File: src/rtl/rtpm_pkg.sv
// rtpm_pkg: shared types, codes and constants for the RGB to pixel mapper.
// Used by every module of the block; no dependencies.
`default_nettype none
package rtpm_pkg;

  localparam int CH_W   = 8;   // width of one colour channel
  localparam int PIX_W  = 32;  // pixel and field mask width
  localparam int CNT_W  = 9;   // palette_count register width
  localparam int ENT_W  = 24;  // packed palette entry: red low, blue high
  localparam int SQ_W   = 16;  // one squared channel difference
  localparam int DIST_W = 18;  // sum of three squares
  localparam int TB_W   = 5;   // position of a mask's top bit
  localparam int REG_W  = 3;   // configuration index width

  localparam logic [DIST_W-1:0] DIST_START = 18'd200000;
  localparam logic [TB_W-1:0]   CH_TOP     = 5'd7;

  // input beat kinds (in_tuser)
  localparam logic CMD_LOAD = 1'b0;
  localparam logic CMD_MAP  = 1'b1;

  // configuration register indexes
  localparam logic [REG_W-1:0] REG_TRUECOLOR = 3'd0;
  localparam logic [REG_W-1:0] REG_RED_MASK  = 3'd1;
  localparam logic [REG_W-1:0] REG_GRN_MASK  = 3'd2;
  localparam logic [REG_W-1:0] REG_BLU_MASK  = 3'd3;
  localparam logic [REG_W-1:0] REG_PAL_COUNT = 3'd4;
  localparam logic [REG_W-1:0] REG_BLACK     = 3'd5;

  typedef struct packed {
    logic             start;
    logic [CNT_W-1:0] n;
    logic [CH_W-1:0]  red;
    logic [CH_W-1:0]  green;
    logic [CH_W-1:0]  blue;
  } scan_ctl_t;

  typedef struct packed {
    logic             done;
    logic             found;
    logic [CNT_W-1:0] best_idx;
  } scan_sts_t;

  // highest set bit; zero for an empty mask (the mask then clears the channel)
  function automatic logic [TB_W-1:0] top_bit(input logic [PIX_W-1:0] v);
    logic [TB_W-1:0] pos;
    pos = '0;
    for (int i = 0; i < PIX_W; i++) begin
      if (v[i]) begin
        pos = TB_W'(i);
      end
    end
    return pos;
  endfunction

endpackage
`default_nettype wire

File: src/rtl/rtpm_scan.sv
// rtpm_scan: nearest palette entry search, one entry read per cycle.
// Read, square and compare stages; drives the palette RAM read port. Uses rtpm_pkg.
`default_nettype none
module rtpm_scan
  import rtpm_pkg::*;
#(
  parameter int AW = 8
) (
  input  wire logic             clk,
  input  wire logic             rst_n,
  input  wire scan_ctl_t        ctl,
  output logic                  rd_en,
  output logic      [AW-1:0]    rd_addr,
  input  wire logic [ENT_W-1:0] rd_data,
  output scan_sts_t             sts
);

  logic             issuing_r;
  logic [CNT_W-1:0] cnt_r;
  logic [CNT_W-1:0] n_r;
  logic [CH_W-1:0]  red_r, green_r, blue_r;

  logic             p1_v_r, p1_last_r;
  logic [CNT_W-1:0] p1_idx_r;

  logic             p2_v_r, p2_last_r;
  logic [CNT_W-1:0] p2_idx_r;
  logic [SQ_W-1:0]  sq_r_r, sq_g_r, sq_b_r;

  logic [DIST_W-1:0] best_r;
  logic [CNT_W-1:0]  best_idx_r;
  logic              found_r;
  logic              done_r;

  logic              last_issue;
  logic [CH_W-1:0]   d_r, d_g, d_b;
  logic [DIST_W-1:0] dist_sum;

  function automatic logic [CH_W-1:0] abs_diff(input logic [CH_W-1:0] a,
                                               input logic [CH_W-1:0] b);
    return (a > b) ? (a - b) : (b - a);
  endfunction

  assign last_issue = (cnt_r == (n_r - CNT_W'(1)));
  assign rd_en      = issuing_r;
  assign rd_addr    = AW'(cnt_r);

  assign d_r = abs_diff(red_r,   rd_data[7:0]);
  assign d_g = abs_diff(green_r, rd_data[15:8]);
  assign d_b = abs_diff(blue_r,  rd_data[23:16]);

  assign dist_sum = DIST_W'(sq_r_r) + DIST_W'(sq_g_r) + DIST_W'(sq_b_r);

  always_ff @(posedge clk) begin
    if (!rst_n) begin
      issuing_r <= 1'b0;
      p1_v_r    <= 1'b0;
      p2_v_r    <= 1'b0;
      done_r    <= 1'b0;
    end else begin
      done_r <= p2_v_r && p2_last_r;
      p1_v_r <= issuing_r;
      p2_v_r <= p1_v_r;
      if (ctl.start) begin
        issuing_r <= 1'b1;
      end else if (issuing_r && last_issue) begin
        issuing_r <= 1'b0;
      end
    end
  end

  always_ff @(posedge clk) begin
    if (ctl.start) begin
      cnt_r   <= '0;
      n_r     <= ctl.n;
      red_r   <= ctl.red;
      green_r <= ctl.green;
      blue_r  <= ctl.blue;
    end else if (issuing_r) begin
      cnt_r <= cnt_r + CNT_W'(1);
    end

    p1_idx_r  <= cnt_r;
    p1_last_r <= last_issue;

    p2_idx_r  <= p1_idx_r;
    p2_last_r <= p1_last_r;
    sq_r_r    <= d_r * d_r;
    sq_g_r    <= d_g * d_g;
    sq_b_r    <= d_b * d_b;

    // strict less-than keeps the first of equal distances
    if (ctl.start) begin
      best_r     <= DIST_START;
      best_idx_r <= '0;
      found_r    <= 1'b0;
    end else if (p2_v_r && (dist_sum < best_r)) begin
      best_r     <= dist_sum;
      best_idx_r <= p2_idx_r;
      found_r    <= 1'b1;
    end
  end

  assign sts.done     = done_r;
  assign sts.found    = found_r;
  assign sts.best_idx = best_idx_r;

endmodule
`default_nettype wire

File: config.mk
export PLATFORM = sky130hd
export DESIGN_NAME = rtpm_scan
export DESIGN_NICKNAME = d
export VERILOG_FILES = /design/src/rtl/rtpm_pkg.sv /design/src/rtl/rtpm_scan.sv
export SDC_FILE = /design/constraint.sdc
export NUM_CORES = 1
export LEC_CHECK = 0
export ABC_CLOCK_PERIOD_IN_PS = 11800
export BUFFER_PORTS_ARGS = -buffer_cell sky130_fd_sc_hd__buf_2
export CORE_UTILIZATION = 50
export CTS_CLUSTER_DIAMETER = 30
export CTS_CLUSTER_SIZE = 28
export DETAILED_ROUTE_END_ITERATION = 10
export PLACE_DENSITY_LB_ADDON = 0.3
export SLEW_MARGIN = 25
export SYNTH_ARGS = -nofsm -noshare
export SYNTH_HDL_FRONTEND = slang
export SYNTH_SLANG_ARGS = --single-unit
File: constraint.sdc
create_clock -name clk -period 11.8 [get_ports clk]
set_input_delay 2.36 -clock clk [delete_from_list [all_inputs] [get_ports clk]]
set_output_delay 2.36 -clock clk [all_outputs]
set_load 0.01 [all_outputs]
* Word-level counts from Yosys, hierarchy flattened
Cells that the tools add are included.
Word-level totals: flip-flop bits (word level) 142, bits in latches 0, bits in writable memories 0, memory bits (read-only) 0, input bits 60, output and inout port bits 20, logic and storage cells 46, memories kept 0
Cells by class: $add $sub $neg 10, multiply operators 3, div/mod/pow operators 0, magnitude comparators 4, eq/ne operators 1, shift-type cells 0, muxes and demuxes 5, bitwise logic cells 0, reductions and logical operators 4
Operator list (count):
- 8-bit by 8-bit multiplier with 16-bit output | 3
- 8-bit subtractor | 6
- 8-bit > comparator | 3
- 8-bit 2-to-1 mux | 3
- 17-bit by 16-bit adder with 18-bit output | 1
- 18-bit < comparator | 1
- 16-bit by 16-bit adder with 17-bit output | 1
- 9-bit by 1-bit adder with 9-bit output, second input constant | 1
- 9-bit == test | 1
- 9-bit by 1-bit subtractor with 9-bit output, second input constant | 1
- 1-bit logical AND | 3
- 1-bit 2-to-1 mux | 2
- 2-bit nonzero test | 1

* Depth between registers and ports, before layout
depth after elaboration 5, depth in mapped cells 29, depth with buffers taken out 29

* Least setup slack after synthesis
OpenSTA, ideal clock, no wires.
path kind input -> register, start point input port rd_data[8], end point register sq_g_r[15], library setup time 130 ps, data arrival time 7933 ps, required time 11670 ps, slack 3737 ps, stages 23, buffers on the path 0, cell sequence ha_1 -> fa_1 -> nand2b_1 -> a21oi_2 -> o22ai_4 -> o21ai_0 -> nand2_1 -> xnor2_1 -> inv_1 -> or3_1 -> fa_1 -> inv_1 -> fa_1 -> fa_1 -> inv_1 -> fa_1 -> inv_1 -> ha_1 -> a21oi_1 -> nand2_1 -> a41oi_1 -> a21oi_1 -> xor2_1
On the way: longest elaborated chain between the ends 3, elaborated cells between the ends (all ways) 5, classes of those cells add/sub: 2; mul: 1; order compare: 1; mux: 1
Ends and longest elaborated chain:
- start, declared | line rtpm_scan.sv:14 | input wire logic [ENT_W-1:0] rd_data,
- 8-bit subtractor or 8-bit > comparator (tied branches) | line rtpm_scan.sv:41 | return (a > b) ? (a - b) : (b - a);
- 8-bit 2-to-1 mux (*) | line rtpm_scan.sv:41
- 8-bit by 8-bit multiplier with 16-bit output (*) | line rtpm_scan.sv:89 | sq_g_r <= d_g * d_g;
- end signal, assigned | line rtpm_scan.sv:89
- end, declared | line rtpm_scan.sv:28 | logic [SQ_W-1:0] sq_r_r, sq_g_r, sq_b_r;
Every way passes the cells marked *; elsewhere a longest branch is shown, timed or not. A chain may end at the register's enable or synchronous reset.

* Worst setup path in the final report
Same ends and word-level chain as after synthesis.

==> impl_results.md <==
* Worst hold margin at 0.326 ns
* Post-CTS Resized at 0
* TritonCTS Buffers at 17
* Clk Latency, worst-skew pair at about 0.43 ns
* Routed wire length at approximately 24000 um
* Depth of the CTS H-tree at 4
* Mapped Cells at 1358
* Initial core utilization at 0.514
* Wire length per cell at 13.7 um
* Worst slew pin tran at roughly 0.91 ns
* CP max FO at 7
* Relative slew slack at 0.396
* # DRC at 0
* Full die area at around 26000 sq um
* Total track usage at 0.196
* Critical Path AT at 8.52 ns
* Layout cells sized above 1 at 0.102
* Grt ovf at 0
* # port buffers at between 70 and 80
* Max Root-Sink Buffers at 2
* HPWL Detailed at 18600 um
* Crit-path max cell delay at around 0.55 ns
* Detailed-route via count at slightly above 9000
* Die Y at 161 um
* R2r startpoint: green_r[0]
* ANT nets after route at 0
* Yosys cell types at 73
* Row count at 57
* Slew Viols, Final at 0
* Critical path class: in2reg
* Cells along the critical path: buf_2, ha_1, fa_1, nand2b_1, a21oi_2, o22ai_4, o21ai_0, nand2_1, xnor2_1, inv_1, or3_1, fa_1, inv_1, fa_1, fa_1, inv_1, fa_1, inv_1, ha_1, a21oi_1, nand2_1, a41oi_1, a21oi_1, xor2_1
* Final hold violations at 0
* # IOs at 80
* Syn Std Cell Area at between 10000 and 15000 sq um
* Startpoint types: primary input
* Chip width at 161 um
* Synth Flop Type: dfxtp_1
* Asr flop ratio synth at 0
* # nets final at 1748
* Buf/Inv on CP at 5
* Cts hold-fix bufs at 0
* EDFF count, synth at 33
* First-pass GRT wire length at just over 40000 um
* Root Buffer: clkbuf_16
* Initial antenna violation count at 0
* Min-delay worst type: reg2reg
* Vias in the first global route at 9090
* Setup Skew at between 0.02 and 0.025 ns
* Core area at ~25000 sq um
* Starting DRC count in detailed routing at between 500 and 600
* Max-cap viol count at 0
* CTS sink count at 139
* Final setup vio count at 0
* CP max-delay cell: fa_1
* RSZ-0062 raised after global routing: false
* #FFs+latches synth at around 140
* Clock transition at path regs at around 0.070 ns
* Sequential fraction of the synthesis area at 0.247
* Mean Syn Cell Area at between 9 and 10 sq um
* # diodes at 0
* CTS tree: done
* Most common cell type on the critical path: fa_1
* Status: finished clean
* Placer Congestion at about 0.9
* P&R area growth vs syn at 9.95%
* Crit path required time at between 10 and 15 ns
* Largest net degree at the start of global routing at 73
* First-pass DRT Iterations at 5
* Critical Path Start: rd_data[8]
* Crit. End Element: flip-flop
* Final cycle utilization of the critical path at 0.696
* Final min period at ~8 ns
* Yosys warning count at 0
* HP Start: p1_idx_r[6]
* Delay-heaviest family, CP: adder cells
* Post-CTS setup buffer count at 0
* Vias per cell at 5.18
* Total negative slack at 0 ns
* F_max at between 0.1 and 0.15 GHz
==> layout make-up <==
| cell class | count | area (sq um) |
|---|---|---|
| clock buffer | 17 | 425 |
| fill | 2200 | 10700 |
| timing repair buffer | 81 | 430 |
| clock inverter | 15 | 173 |
| sequential | 139 | 3110 |
| tap | 324 | 405 |
| multi-input combinational | 950 | 8440 |
| inverter | 233 | 875 |
==> state kept, by name, summed over array words and instances (netlist names) <==
name and flops:
done_r 1, blue_r 8, p2_v_r 1, best_r 18, found_r 1, p1_v_r 1, sq_g_r 15, rd_en 1
p1_idx_r 9, sq_r_r 15, n_r 9, p2_idx_r 9, cnt_r 9, green_r 8, p2_last_r 1, best_idx_r 9
p1_last_r 1, red_r 8, sq_b_r 15
==> cells in the mapped netlist, drive strengths merged (3+ instances only) <==
library cell	instances	area [sq um]
a2111oi	4	41.3
a211oi	13	110
a21o	27	203
a21oi	78	405
a221oi	3	43.8
a41oi	5	43.8
and2	5	31.3
and3	3	18.8
buf	19	126
clkbuf	18	67.6
dfxtp	106	2120
edfxtp	33	991
fa	95	1900
ha	171	2140
inv	232	871
mux2	5	63.8
mux2i	37	370
nand2	52	195
nand2b	18	113
nand3	17	85.1
nand4	10	62.6
nor2	126	480
nor2b	14	87.6
nor3	25	151
nor3b	3	22.5
nor4	3	18.8
o211ai	11	82.6
o21a	19	143
o21ai	35	175
o21bai	7	52.6
o22ai	6	57.6
or2	11	68.8
or3	12	75.1
xnor2	65	592
xor2	35	307
==> routing by layer <==
metal  global-route usage  part of all wire  wire, um
met1                0.256              0.47     11400
met2                0.336              0.48     11700
met3               0.0276             0.029       689
met4               0.0566             0.014       346
met5                    0                 0         0
==> through the flow <==
step | utilization | instance area (sq um) | worst slack, ns | std cells
after CTS | 0.564 | 13800 | 3.54 | 1758
after global placement | 0.540 | 13200 | 3.29 | 1726
after detailed placement | 0.540 | 13200 | 3.12 | 1726
after global routing | 0.565 | 13900 | 3.06 | 1759
after floorplan | - | 12600 | 3.74 | 1359
final | 0.565 | 13900 | 3.58 | 1759
==> cells in the final DEF (no fill, tap or decap), types with 17 or more instances in the layout <==
cell,count
xor2_1,35
buf_2,79
nand2_1,52
nand2b_1,18
edfxtp_1,33
inv_1,230
dfxtp_1,106
nor3_1,21
o21a_1,19
a21oi_1,76
ha_1,171
fa_1,95
o21ai_0,35
mux2i_1,37
nand3_1,17
nor2_1,125
clkbuf_16,17
xnor2_1,62
a21o_1,27
==> final timing paths <==
kind,endpoint,slack [ns],cells after the start
hold reg to reg,p2_idx_r[6],0.33,0
setup reg to reg,sq_g_r[15],5.24,24
hold / removal,p2_idx_r[6],0.33,0
setup / recovery,sq_g_r[15],3.58,24
==> kinds of logic (layout without fill, tap and decap cells) <==
kind of cell,after synthesis,count (layout),share of synthesized area
xor+xnor,100,100,0.0712
mux,42,42,0.0344
fa+ha+maj,266,266,0.320
flops,139,139,0.247
compound gates,235,235,0.127
buf+inv,270,346,0.0847
simple gates,304,304,0.115
other cells,2,3,0.000596
Power is not shown: default switching activity piles up to over one toggle a cycle in this logic, so the estimate is an artifact.
