<file path="config.mk">
export PLATFORM = sky130hd
export DESIGN_NAME = rtpm_pack
export DESIGN_NICKNAME = d
export VERILOG_FILES = /design/src/rtl/rtpm_pkg.sv /design/src/rtl/rtpm_pack.sv
export SDC_FILE = /design/constraint.sdc
export NUM_CORES = 1
export LEC_CHECK = 0
export ABC_AREA = 1
export BUFFER_PORTS_ARGS = -buffer_cell sky130_fd_sc_hd__buf_2
export CAP_MARGIN = 25
export CORE_MARGIN = 4
export CORE_UTILIZATION = 54
export DETAILED_ROUTE_END_ITERATION = 12
export MAX_ROUTING_LAYER = met4
export PLACE_DENSITY_LB_ADDON = 0.3
export SYNTH_ARGS = -nofsm -noshare
export SYNTH_HDL_FRONTEND = slang
export SYNTH_SLANG_ARGS = --single-unit
export TNS_END_PERCENT = 1
</file>
<file path="constraint.sdc">
create_clock -name clk -period 5.68 [get_ports clk]
set_clock_uncertainty 0.2 [all_clocks]
set_input_delay 0.852 -clock clk [delete_from_list [all_inputs] [get_ports clk]]
set_output_delay 0.852 -clock clk [all_outputs]
set_load 0.01 [all_outputs]
</file>
<file path="src/rtl/rtpm_pkg.sv">
// rtpm_pkg: shared types, codes and constants for the RGB to pixel mapper.
// Used by every module of the block; no dependencies.
`default_nettype none
package rtpm_pkg;

  localparam int CH_W   = 8;   // width of one colour channel
  localparam int PIX_W  = 32;  // pixel and field mask width
  localparam int CNT_W  = 9;   // palette_count register width
  localparam int ENT_W  = 24;  // packed palette entry: red low, blue high
  localparam int SQ_W   = 16;  // one squared channel difference
  localparam int DIST_W = 18;  // sum of three squares
  localparam int TB_W   = 5;   // position of a mask's top bit
  localparam int REG_W  = 3;   // configuration index width

  localparam logic [DIST_W-1:0] DIST_START = 18'd200000;
  localparam logic [TB_W-1:0]   CH_TOP     = 5'd7;

  // input beat kinds (in_tuser)
  localparam logic CMD_LOAD = 1'b0;
  localparam logic CMD_MAP  = 1'b1;

  // configuration register indexes
  localparam logic [REG_W-1:0] REG_TRUECOLOR = 3'd0;
  localparam logic [REG_W-1:0] REG_RED_MASK  = 3'd1;
  localparam logic [REG_W-1:0] REG_GRN_MASK  = 3'd2;
  localparam logic [REG_W-1:0] REG_BLU_MASK  = 3'd3;
  localparam logic [REG_W-1:0] REG_PAL_COUNT = 3'd4;
  localparam logic [REG_W-1:0] REG_BLACK     = 3'd5;

  typedef struct packed {
    logic             start;
    logic [CNT_W-1:0] n;
    logic [CH_W-1:0]  red;
    logic [CH_W-1:0]  green;
    logic [CH_W-1:0]  blue;
  } scan_ctl_t;

  typedef struct packed {
    logic             done;
    logic             found;
    logic [CNT_W-1:0] best_idx;
  } scan_sts_t;

  // highest set bit; zero for an empty mask (the mask then clears the channel)
  function automatic logic [TB_W-1:0] top_bit(input logic [PIX_W-1:0] v);
    logic [TB_W-1:0] pos;
    pos = '0;
    for (int i = 0; i < PIX_W; i++) begin
      if (v[i]) begin
        pos = TB_W'(i);
      end
    end
    return pos;
  endfunction

endpackage
`default_nettype wire

</file>
<file path="src/rtl/rtpm_pack.sv">
// rtpm_pack: true-colour packing of three channels into their mask fields.
// Top-bit positions are registered from the masks. Uses rtpm_pkg.
`default_nettype none
module rtpm_pack
  import rtpm_pkg::*;
(
  input  wire logic             clk,
  input  wire logic [PIX_W-1:0] red_fmask,
  input  wire logic [PIX_W-1:0] grn_fmask,
  input  wire logic [PIX_W-1:0] blu_fmask,
  input  wire logic [CH_W-1:0]  red,
  input  wire logic [CH_W-1:0]  green,
  input  wire logic [CH_W-1:0]  blue,
  output logic      [PIX_W-1:0] pixel
);

  logic [TB_W-1:0] tb_red_r, tb_grn_r, tb_blu_r;

  // (c << tb) >> 7 lines bit 7 of c up with the mask's top bit
  function automatic logic [PIX_W-1:0] place(input logic [CH_W-1:0]  c,
                                             input logic [TB_W-1:0]  tb,
                                             input logic [PIX_W-1:0] mask);
    logic [PIX_W+CH_W-2:0] w;
    w = (PIX_W+CH_W-1)'(c) << tb;
    return PIX_W'(w >> CH_TOP) & mask;
  endfunction

  always_ff @(posedge clk) begin
    tb_red_r <= top_bit(red_fmask);
    tb_grn_r <= top_bit(grn_fmask);
    tb_blu_r <= top_bit(blu_fmask);
  end

  assign pixel = place(red,   tb_red_r, red_fmask)
               | place(green, tb_grn_r, grn_fmask)
               | place(blue,  tb_blu_r, blu_fmask);

endmodule
`default_nettype wire

</file>
Word-level counts from Yosys, hierarchy flattened. Cells that the tools add are included.

Register bits after elaboration: 15. Bits in latches: 0. Memory bits (writable): 0. Memory bits (read-only): 0. Bits of input ports: 121. Output and inout bits: 32. Memories kept: 0.

Add/subtract/negate cells: 0. Multipliers: 0. Divide/modulo/power cells: 0. Magnitude comparators: 0. Equal/unequal tests: 0. Shifts and indexed selects: 3. Muxes and demuxes: 90. Bitwise gates (word level): 5. Reductions and logical operators: 12.

Operators by type and width (count): 5-bit two-way mux (39); 8-bit by 5-bit left shift with 39-bit output (3); 32-bit bitwise AND (3); 4-bit two-way mux (24); 32-bit bitwise OR (2); 16-bit OR reduction (3); 3-bit two-way mux (13); 8-bit OR reduction (3); 2-bit two-way mux (8); 4-bit OR reduction (3); 1-bit two-way mux (6); 2-bit OR reduction (3).

Depth between registers and ports, before layout. Gate-level depths: netlist (run 1).

Depth in word-level cells: 30. Gate-level depth with buffers: 29.

Worst setup path before layout (run 1). No wires, ideal clock.

Path kind: input to output. Start point: input red[6]. End point: output pixel[15]. Data arrival time: 1781 ps. Required time: 4628 ps. Path slack: 2847 ps. Stages on the path: 8. Path buffers: 0. Cells stage by stage: inv_1 o21ai_0 mux2i_1 nand2_1 o21ai_0 o21ai_0 o21ai_0 o221ai_1.

Longest elaborated chain between the ends: 4.

RTL lines: start, declared (RTL line rtpm_pack.sv:11) `input wire logic [CH_W-1:0] red,`; 8-bit by 5-bit left shift with 39-bit output (RTL line rtpm_pack.sv:24) `w = (PIX_W+CH_W-1)'(c) << tb;`; 32-bit bitwise AND (RTL line rtpm_pack.sv:25) `return PIX_W'(w >> CH_TOP) & mask;`; 32-bit bitwise OR (RTL line rtpm_pack.sv:35) `| place(green, tb_grn_r, grn_fmask)`; 32-bit bitwise OR (RTL line rtpm_pack.sv:36) `| place(blue, tb_blu_r, blu_fmask);`; end, declared (RTL line rtpm_pack.sv:14) `output logic [PIX_W-1:0] pixel`.

Every way passes these cells.

Final worst setup path (run 1).
Start point: register tb_grn_r[2]. End point: output pixel[14].

Longest elaborated chain between the ends: 4.

RTL lines: start, declared (RTL line rtpm_pack.sv:17) `logic [TB_W-1:0] tb_red_r, tb_grn_r, tb_blu_r;`; start signal, assigned (RTL line rtpm_pack.sv:30) `tb_grn_r <= top_bit(grn_fmask);`; 8-bit by 5-bit left shift with 39-bit output (RTL line rtpm_pack.sv:24); 32-bit bitwise AND (RTL line rtpm_pack.sv:25); 32-bit bitwise OR (RTL line rtpm_pack.sv:35); 32-bit bitwise OR (RTL line rtpm_pack.sv:36).

Every way passes these cells.

==> results of run 1 <==
[kinds of logic (layout without fill, tap and decap cells)]
group                  after synthesis  count (layout)  share of synthesized area, %
and+or+nand+nor                    466             466                          56.6
buffers and inverters              137             264                          15.7
AOI/OAI and AO/OA                  124             124                          18.3
DFF                                 15              15                          8.47
muxes                                3               3                         0.847
[final cells by class]
type	count	area [sq um]	area share, %
inverters	108	447	10.3
flip-flops and latches	15	300	6.92
clock buffers	3	41.3	0.952
clock inverters	1	7.51	0.173
well taps	77	96.3	2.22
multi-input cells	593	2690	61.9
repair buffers	152	761	17.5
[cells in the mapped netlist, types with 6 or more instances]
cell type and number:
nand2_1 226, nand3_1 157, inv_1 72, o21ai_0 64
nor2_1 55, o21ai_1 28, clkbuf_1 24, a21oi_1 21
clkinv_1 17, inv_2 16, dfxtp_1 15, nor4_1 11
nor3_1 7, and2_1 6
[where the power goes]
group | leakage, nW | internal [mW] | switching (mW)
Clock | 0.0217 | 0.0495 | 0.0493
Sequential | 0.123 | 0.109 | 0.0102
Combinational | 2.30 | 0.0998 | 0.171
[tightest hold or removal path: stages]
cell,delay [ns]
buf_2,0.11
a21oi_1,0.04
nand2_1,0.05
[cell usage in the layout (no fill, tap or decap)]
| cell type | synthesis | layout |
|---|---|---|
| nand4_1 | 2 | 2 |
| nand2_1 | 226 | 226 |
| and2_1 | 6 | 6 |
| bufinv_8 | 3 | 3 |
| buf_2 | 2 | 152 |
| dfxtp_1 | 15 | 15 |
| o21ai_0 | 64 | 64 |
| nor2_1 | 55 | 55 |
| mux2i_1 | 3 | 3 |
| clkbuf_8 | 0 | 3 |
| inv_1 | 72 | 72 |
| o211ai_1 | 4 | 4 |
| inv_2 | 16 | 16 |
| and3_1 | 2 | 2 |
| nor3_1 | 7 | 7 |
| nand3_1 | 157 | 157 |
| nor4_1 | 11 | 11 |
| o221ai_1 | 4 | 4 |
| o21ai_1 | 28 | 28 |
| clkinvlp_4 | 0 | 1 |
| a31oi_1 | 3 | 3 |
| clkinv_1 | 17 | 17 |
| a21oi_1 | 21 | 21 |
[sequential cells by signal, indices dropped and copies added, names as in the netlist]
name      count
tb_blu_r      5
tb_red_r      5
tb_grn_r      5
[metrics by stage]
stage	power [mW]	util, %
floorplan	0.269	-
global placement	0.378	67.6
detailed placement	0.381	67.6
CTS	0.477	68.3
global route	0.520	68.3
finish	0.488	68.3
[final timing paths]
check	end	slack (ns)	cells after the start
worst min-delay path	tb_grn_r[0]$_SDFF_PP1_	0.63	3
worst max-delay path	pixel[14]	2.00	5
[per-layer routing]
metal,share of wire [%],global-route usage (%)
met1,38,46.6
met2,44,59.8
met3,14,7.93
met4,4.0,12.6
met5,0,-
==> summary.md, run 1 <==
| Metric | Value |
|---|---|
| Status | `finished, final reports clean` |
| ANT nets after route | `0` |
| Class of the tightest hold or removal check | `primary input to flop` |
| Mapped Nets | `866` |
| CTS Buf Count | `3` |
| Number of inserted filler cells in the final layout | `630` |
| Total via count in the routed design | `5,671` |
| Post-synth top area share | `23.9%` |
| Fraction of final layout cells with drive strength greater than 1 | `20.1%` |
| Initial antenna violation count | `0` |
| Root buffer cell | `clkbuf_8` |
| Setup TNS | `0 ns` |
| Synthesis warning total | `0` |
| Unique cell type count in the Yosys netlist | `23` |
| Peak ir drop on the vdd network | `0.110 mV` |
| Average cell area after synthesis | `4.76 sq um` |
| Placement Rows | `29` |
| Min Tclk post-route | `3.68 ns` |
| Final Hold Slack | `0.627 ns` |
| Post-layout nets | `994` |
| Peak per-stage delay on the critical path | `0.67 ns` |
| Number of cells upsized or downsized after cts | `0` |
| Width of the chip | `slightly below 90 um` |
| Worst-path fanout max | `19` |
| Arrival time of the worst setup path | `2.63 ns` |
| Static Leak | `2.44 nW` |
| Clock sinks | `15` |
| Die footprint | `7920 sq um` |
| Max cap viols | `0` |
| Vertical die dimension | `89.0 um` |
| Crit path capture type | `output port` |
| Global routing usage summed across all routing layers | `37.3%` |
| Max_slew headroom | `34.4%` |
| Main area contributors after synthesis | `nand2_1 (24%), nand3_1 (22%), o21ai_0 (9.0%)` |
| Number of cells after detailed placement | `945` |
| TritonCTS clock tree | `yes` |
| Number of design-rule violations left by the first detailed-router iteration | `623` |
| Post-Synthesis Cell Area | `3540 sq um` |
| Largest net degree at the start of global routing | `32` |
| Clock slew at the register clock pins of the worst setup and hold paths | `roughly 0.070 ns` |
| Via count normalized by instance count | `5.98` |
| Slew @ Worst Pin | `0.982 ns` |
| Launch point of the worst hold path | `grn_fmask[31]` |
| H-tree depth | `1` |
| Launching element type of the critical path | `flop` |
| Slowest-stage cell, CP | `nor4_1` |
| RSZ-0062 raised after global routing | `no` |
| Area of the placeable core | `6350 sq um` |
| Final Hold Fails | `0` |
| Critical path cell sequence | `clkinv_1, nor4_1, o21ai_0, o221ai_1, buf_2` |
| Post-synthesis sequential element count | `15` |
| Bufs on Longest Clock Path | `2` |
| Highest clock frequency the design can meet | `0.271 GHz` |
| Post-synth EDFFs | `0` |
| First-pass iteration count of the detailed router | `6` |
| Number of setup buffers added after CTS | `0` |
| CTS Hold Bufs | `0` |
| Cell count after synthesis | `745` |
| Number of pins with negative max-slew slack in the final report | `0` |
| Wirelength per Cell | `~16 um` |
| Buffers and inverters on the worst path | `2` |
| Routed wire length | `15.1 mm` |
| Required @ worst endpoint | `4.63 ns` |
| Top flip-flop cell by instance count after synthesis | `dfxtp_1` |
| Area grow syn2layout | `22.4%` |
| Worst setup slack after layout | `2.00 ns` |
| Vias in the first global route | `4,681` |
| Non-Filler Cell Area, Final | `4340 sq um` |
| Number of ports placed on the die boundary | `153` |
| Post-Place Cell Area | `4290 sq um` |
| First element of the critical path | `tb_grn_r[2]$_SDFF_PP1_` |
| Most area-hungry cell type in the Yosys netlist | `nand2_1` |
| Final period util | `64.9%` |
| N_diodes | `0` |
| Total gr overflow | `0` |
| Post-synthesis sequential area ratio | `roughly 8.5%` |
| Worst setup path category | `flop to output port` |
| First-pass GRT wire length | `22.2 mm` |
| Dpl ws | `2.31 ns` |
| Routability-driven placement congestion ratio | `1.12` |
| Post-detailed-route DRC marker count | `0` |
| Starting density of the core | `a little under three fifths` |
| Detailed placement HPWL | `12.8 mm` |
| Port Buffer Count | `between 150 and 200` |
| Final setup violation count | `0` |
| Kind of cell adding the most delay to the critical path | `buffers and inverters` |
| Final std cells w/o fill | `roughly 950` |
| Power density over cell area | `112 nW/um^2` |
| Share of synthesized flip-flops with an asynchronous set or reset | `0%` |
(Power assumes the default switching activity.)
==> run 2: changes to the inputs <==
--- a/config.mk
+++ b/config.mk
@@ -9,7 +9,7 @@
 export BUFFER_PORTS_ARGS = -buffer_cell sky130_fd_sc_hd__buf_2
 export CAP_MARGIN = 25
 export CORE_MARGIN = 4
-export CORE_UTILIZATION = 54
+export CORE_UTILIZATION = 45
 export DETAILED_ROUTE_END_ITERATION = 12
 export MAX_ROUTING_LAYER = met4
 export PLACE_DENSITY_LB_ADDON = 0.3
==> constraint.sdc (replaced) <==
create_clock -name clk -period 3.3 [get_ports clk]
set_clock_uncertainty 0.2 [all_clocks]
set_input_delay 0.495 -clock clk [delete_from_list [all_inputs] [get_ports clk]]
set_output_delay 0.495 -clock clk [all_outputs]
set_load 0.01 [all_outputs]
==> run 2 against run 1 <==
  * Setup slack got worse by 1.8 ns
  * Design area rose by 1.5%
  * First-iteration DRC count down 22%
  * Sequential power increased by 71%
  * Clock-buffer cell count is 1 higher
  * Combinational power grew 72%
  * Critical path depth unchanged
  * Routed wire length up 1.6%
  * Via count is 5.0% lower
  * Total power rose by 69%
  * Die area is 18% higher
  * Final cell count increased by 3.2%
  * Largest power group unchanged
  * Highest routed layer unchanged
==> summary.md, run 2 (same netlist as run 1, synthesis figures left out) <==
| Metric | Value |
|---|---|
| Status | `finished, final reports clean` |
| Final Core Density | `57.3% (-11 points)` |
| Most frequent cells in the layout | `nand2_1 (226), nand3_1 (157), buf_2 (152), inv_1 (72), o21ai_0 (64)` |
| Worst setup path category | `flop to output port` |
| Port Buffer Count | `152 (unchanged)` |
| Clock slew at the register clock pins of the worst setup and hold paths | `0.07 ns (about the same)` |
| Min Tclk post-route | `3.12 ns` |
| Crit path capture type | `output port` |
| ANT nets after route | `0 (unchanged)` |
| H-tree depth | `1 (unchanged)` |
| Launching element type of the critical path | `flop` |
| Slew @ Worst Pin | `0.822 ns (-0.161 ns)` |
| Number of pins with negative max-slew slack in the final report | `0 (unchanged)` |
| Class of the tightest hold or removal check | `primary input to flop` |
| Post-layout nets | `999 (+0.50%)` |
| Final period util | `between 90% and 100%` |
| Clock sinks | `15 (unchanged)` |
| Required @ worst endpoint | `2.60 ns (-2.03 ns)` |
| Final setup violation count | `0 (unchanged)` |
| Most frequent standard cell in the layout excluding fill and tap cells | `nand2_1` |
| Total gr overflow | `0 (unchanged)` |
| Number of ports placed on the die boundary | `153 (unchanged)` |
| Starting density of the core | `46.1% (-9.7 points)` |
| Final Hold Fails | `0 (unchanged)` |
| Arrival time of the worst setup path | `2.43 ns (-0.20 ns)` |
| Highest clock frequency the design can meet | `0.320 GHz` |
| Met2 WL post-DR | `6.77 mm (+2.3%)` |
| First-pass iteration count of the detailed router | `5 (-1)` |
| Number of cells upsized or downsized after cts | `0 (unchanged)` |
| Met1 wire length | `6.23 mm (+9.4%)` |
| First-pass GRT wire length | `24.1 mm (+8.9%)` |
| Worst-path fanout max | `19 (unchanged)` |
| Met3 Routed Length | `1.90 mm (-13%)` |
| Die footprint | `9360 sq um (+18%)` |
| Fraction of final layout cells with drive strength greater than 1 | `20.4% (+0.34 points)` |
| Power density over cell area | `188 nW/um^2 (+67%)` |
| Placement Rows | `32 (+10%)` |
| Via count normalized by instance count | `5.50 (-8.0%)` |
| Area grow syn2layout | `24.2%` |
| Routability-driven placement congestion ratio | `1.03 (-8.1%)` |
| Bufs on Longest Clock Path | `2 (unchanged)` |
| Global routing usage summed across all routing layers | `32.5% (-4.9 points)` |
| Max_slew headroom | `45.1% (+11 points)` |
| Post-detailed-route DRC marker count | `0 (unchanged)` |
| Width of the chip | `96.8 um (+8.7%)` |
| TritonCTS clock tree | `yes` |
| Initial antenna violation count | `0 (unchanged)` |
| Wirelength per Cell | `15.6 um (-1.5%)` |
| Routed wire length | `15.3 mm (+1.6%)` |
| Area of the placeable core | `7690 sq um (+21%)` |
| Max cap viols | `0 (unchanged)` |
| Final Hold Slack | `0.278 ns (-0.349 ns)` |
| Number of design-rule violations left by the first detailed-router iteration | `487 (-22%)` |
| Total via count in the routed design | `5,385 (-5.0%)` |
| CTS Buf Count | `3 (unchanged)` |
| RSZ-0062 raised after global routing | `no` |
| Highest routed layer | `met4` |
| Setup TNS | `0 ns (unchanged)` |
| Number of setup buffers added after CTS | `0 (unchanged)` |
| Root buffer cell | `clkbuf_8` |
| Largest registers | `tb_blu_r (5), tb_grn_r (5), tb_red_r (5)` |
| Launch point of the worst hold path | `blu_fmask[31]` |
| Largest net degree at the start of global routing | `31 (-3.1%)` |
| Hold path endpoint | `tb_blu_r[0]$_SDFF_PP1_` |
| Hold-critical path depth | `3 (unchanged)` |
| N_diodes | `0 (unchanged)` |
| CTS Hold Bufs | `0 (unchanged)` |
| Final total power | `0.827 mW (+69%)` |
| Peak ir drop on the vdd network | `0.132 mV (+21%)` |
| Vias in the first global route | `4,861 (+3.8%)` |
| Static Leak | `2.47 nW (+1.0%)` |
| Detailed placement HPWL | `13.4 mm (+4.6%)` |
| Vertical die dimension | `96.8 um (+8.7%)` |
run 2: where the power goes:
part	internal (mW)	switching [mW]	leakage [nW]
registers	0.187	0.0162	0.123
logic	0.172	0.293	2.32
clock network	0.0857	0.0727	0.0228
total	0.445	0.382	2.47
run 2: cell type report:
cell class,count,area [sq um]
Clock buffer,4,45.0
Fill cell,919,3280
Inverter,108,447
Multi-Input combinational cell,593,2690
Sequential cell,15,300
Tap cell,102,128
Timing Repair Buffer,157,798
run 2: stage by stage:
| step | cell area [sq um] | instances | worst slack, ns |
|---|---|---|---|
| after detailed placement | 4360 | 975 | 0.558 |
| final | 4400 | 979 | 0.179 |
| after floorplan | 3540 | 745 | 1.06 |
| after global routing | 4400 | 979 | 0.0621 |
| after global placement | 4360 | 975 | 0.533 |
| after CTS | 4400 | 979 | 0.285 |
run 2: worst max path at each step:
stage | start | end | slack (ns) | cells after the start
global route | tb_grn_r[3]$_SDFF_PP1_ | pixel[14] | 0.06 | 5
finish | tb_grn_r[3]$_SDFF_PP1_ | pixel[14] | 0.18 | 5
detailed placement | tb_grn_r[3]$_SDFF_PP1_ | pixel[15] | 0.56 | 5
global placement | tb_grn_r[3]$_SDFF_PP1_ | pixel[14] | 0.53 | 5
floorplan | tb_grn_r[1]$_SDFF_PP1_ | pixel[15] | 1.06 | 8
CTS | tb_grn_r[3]$_SDFF_PP1_ | pixel[15] | 0.29 | 5
run 2: critical path, stage by stage (launching register included):
cell and delay (ns):
dfxtp_1 0.55, clkinv_1 0.52, nor4_1 0.61, o21ai_0 0.14, o221ai_1 0.18, buf_2 0.17
run 2: layer usage:
layer	up-vias	GRT usage [%]
met5	-	-
met4	0	8.64
met3	37	7.64
met2	328	51.4
met1	2302	41.5
li1	2718	-
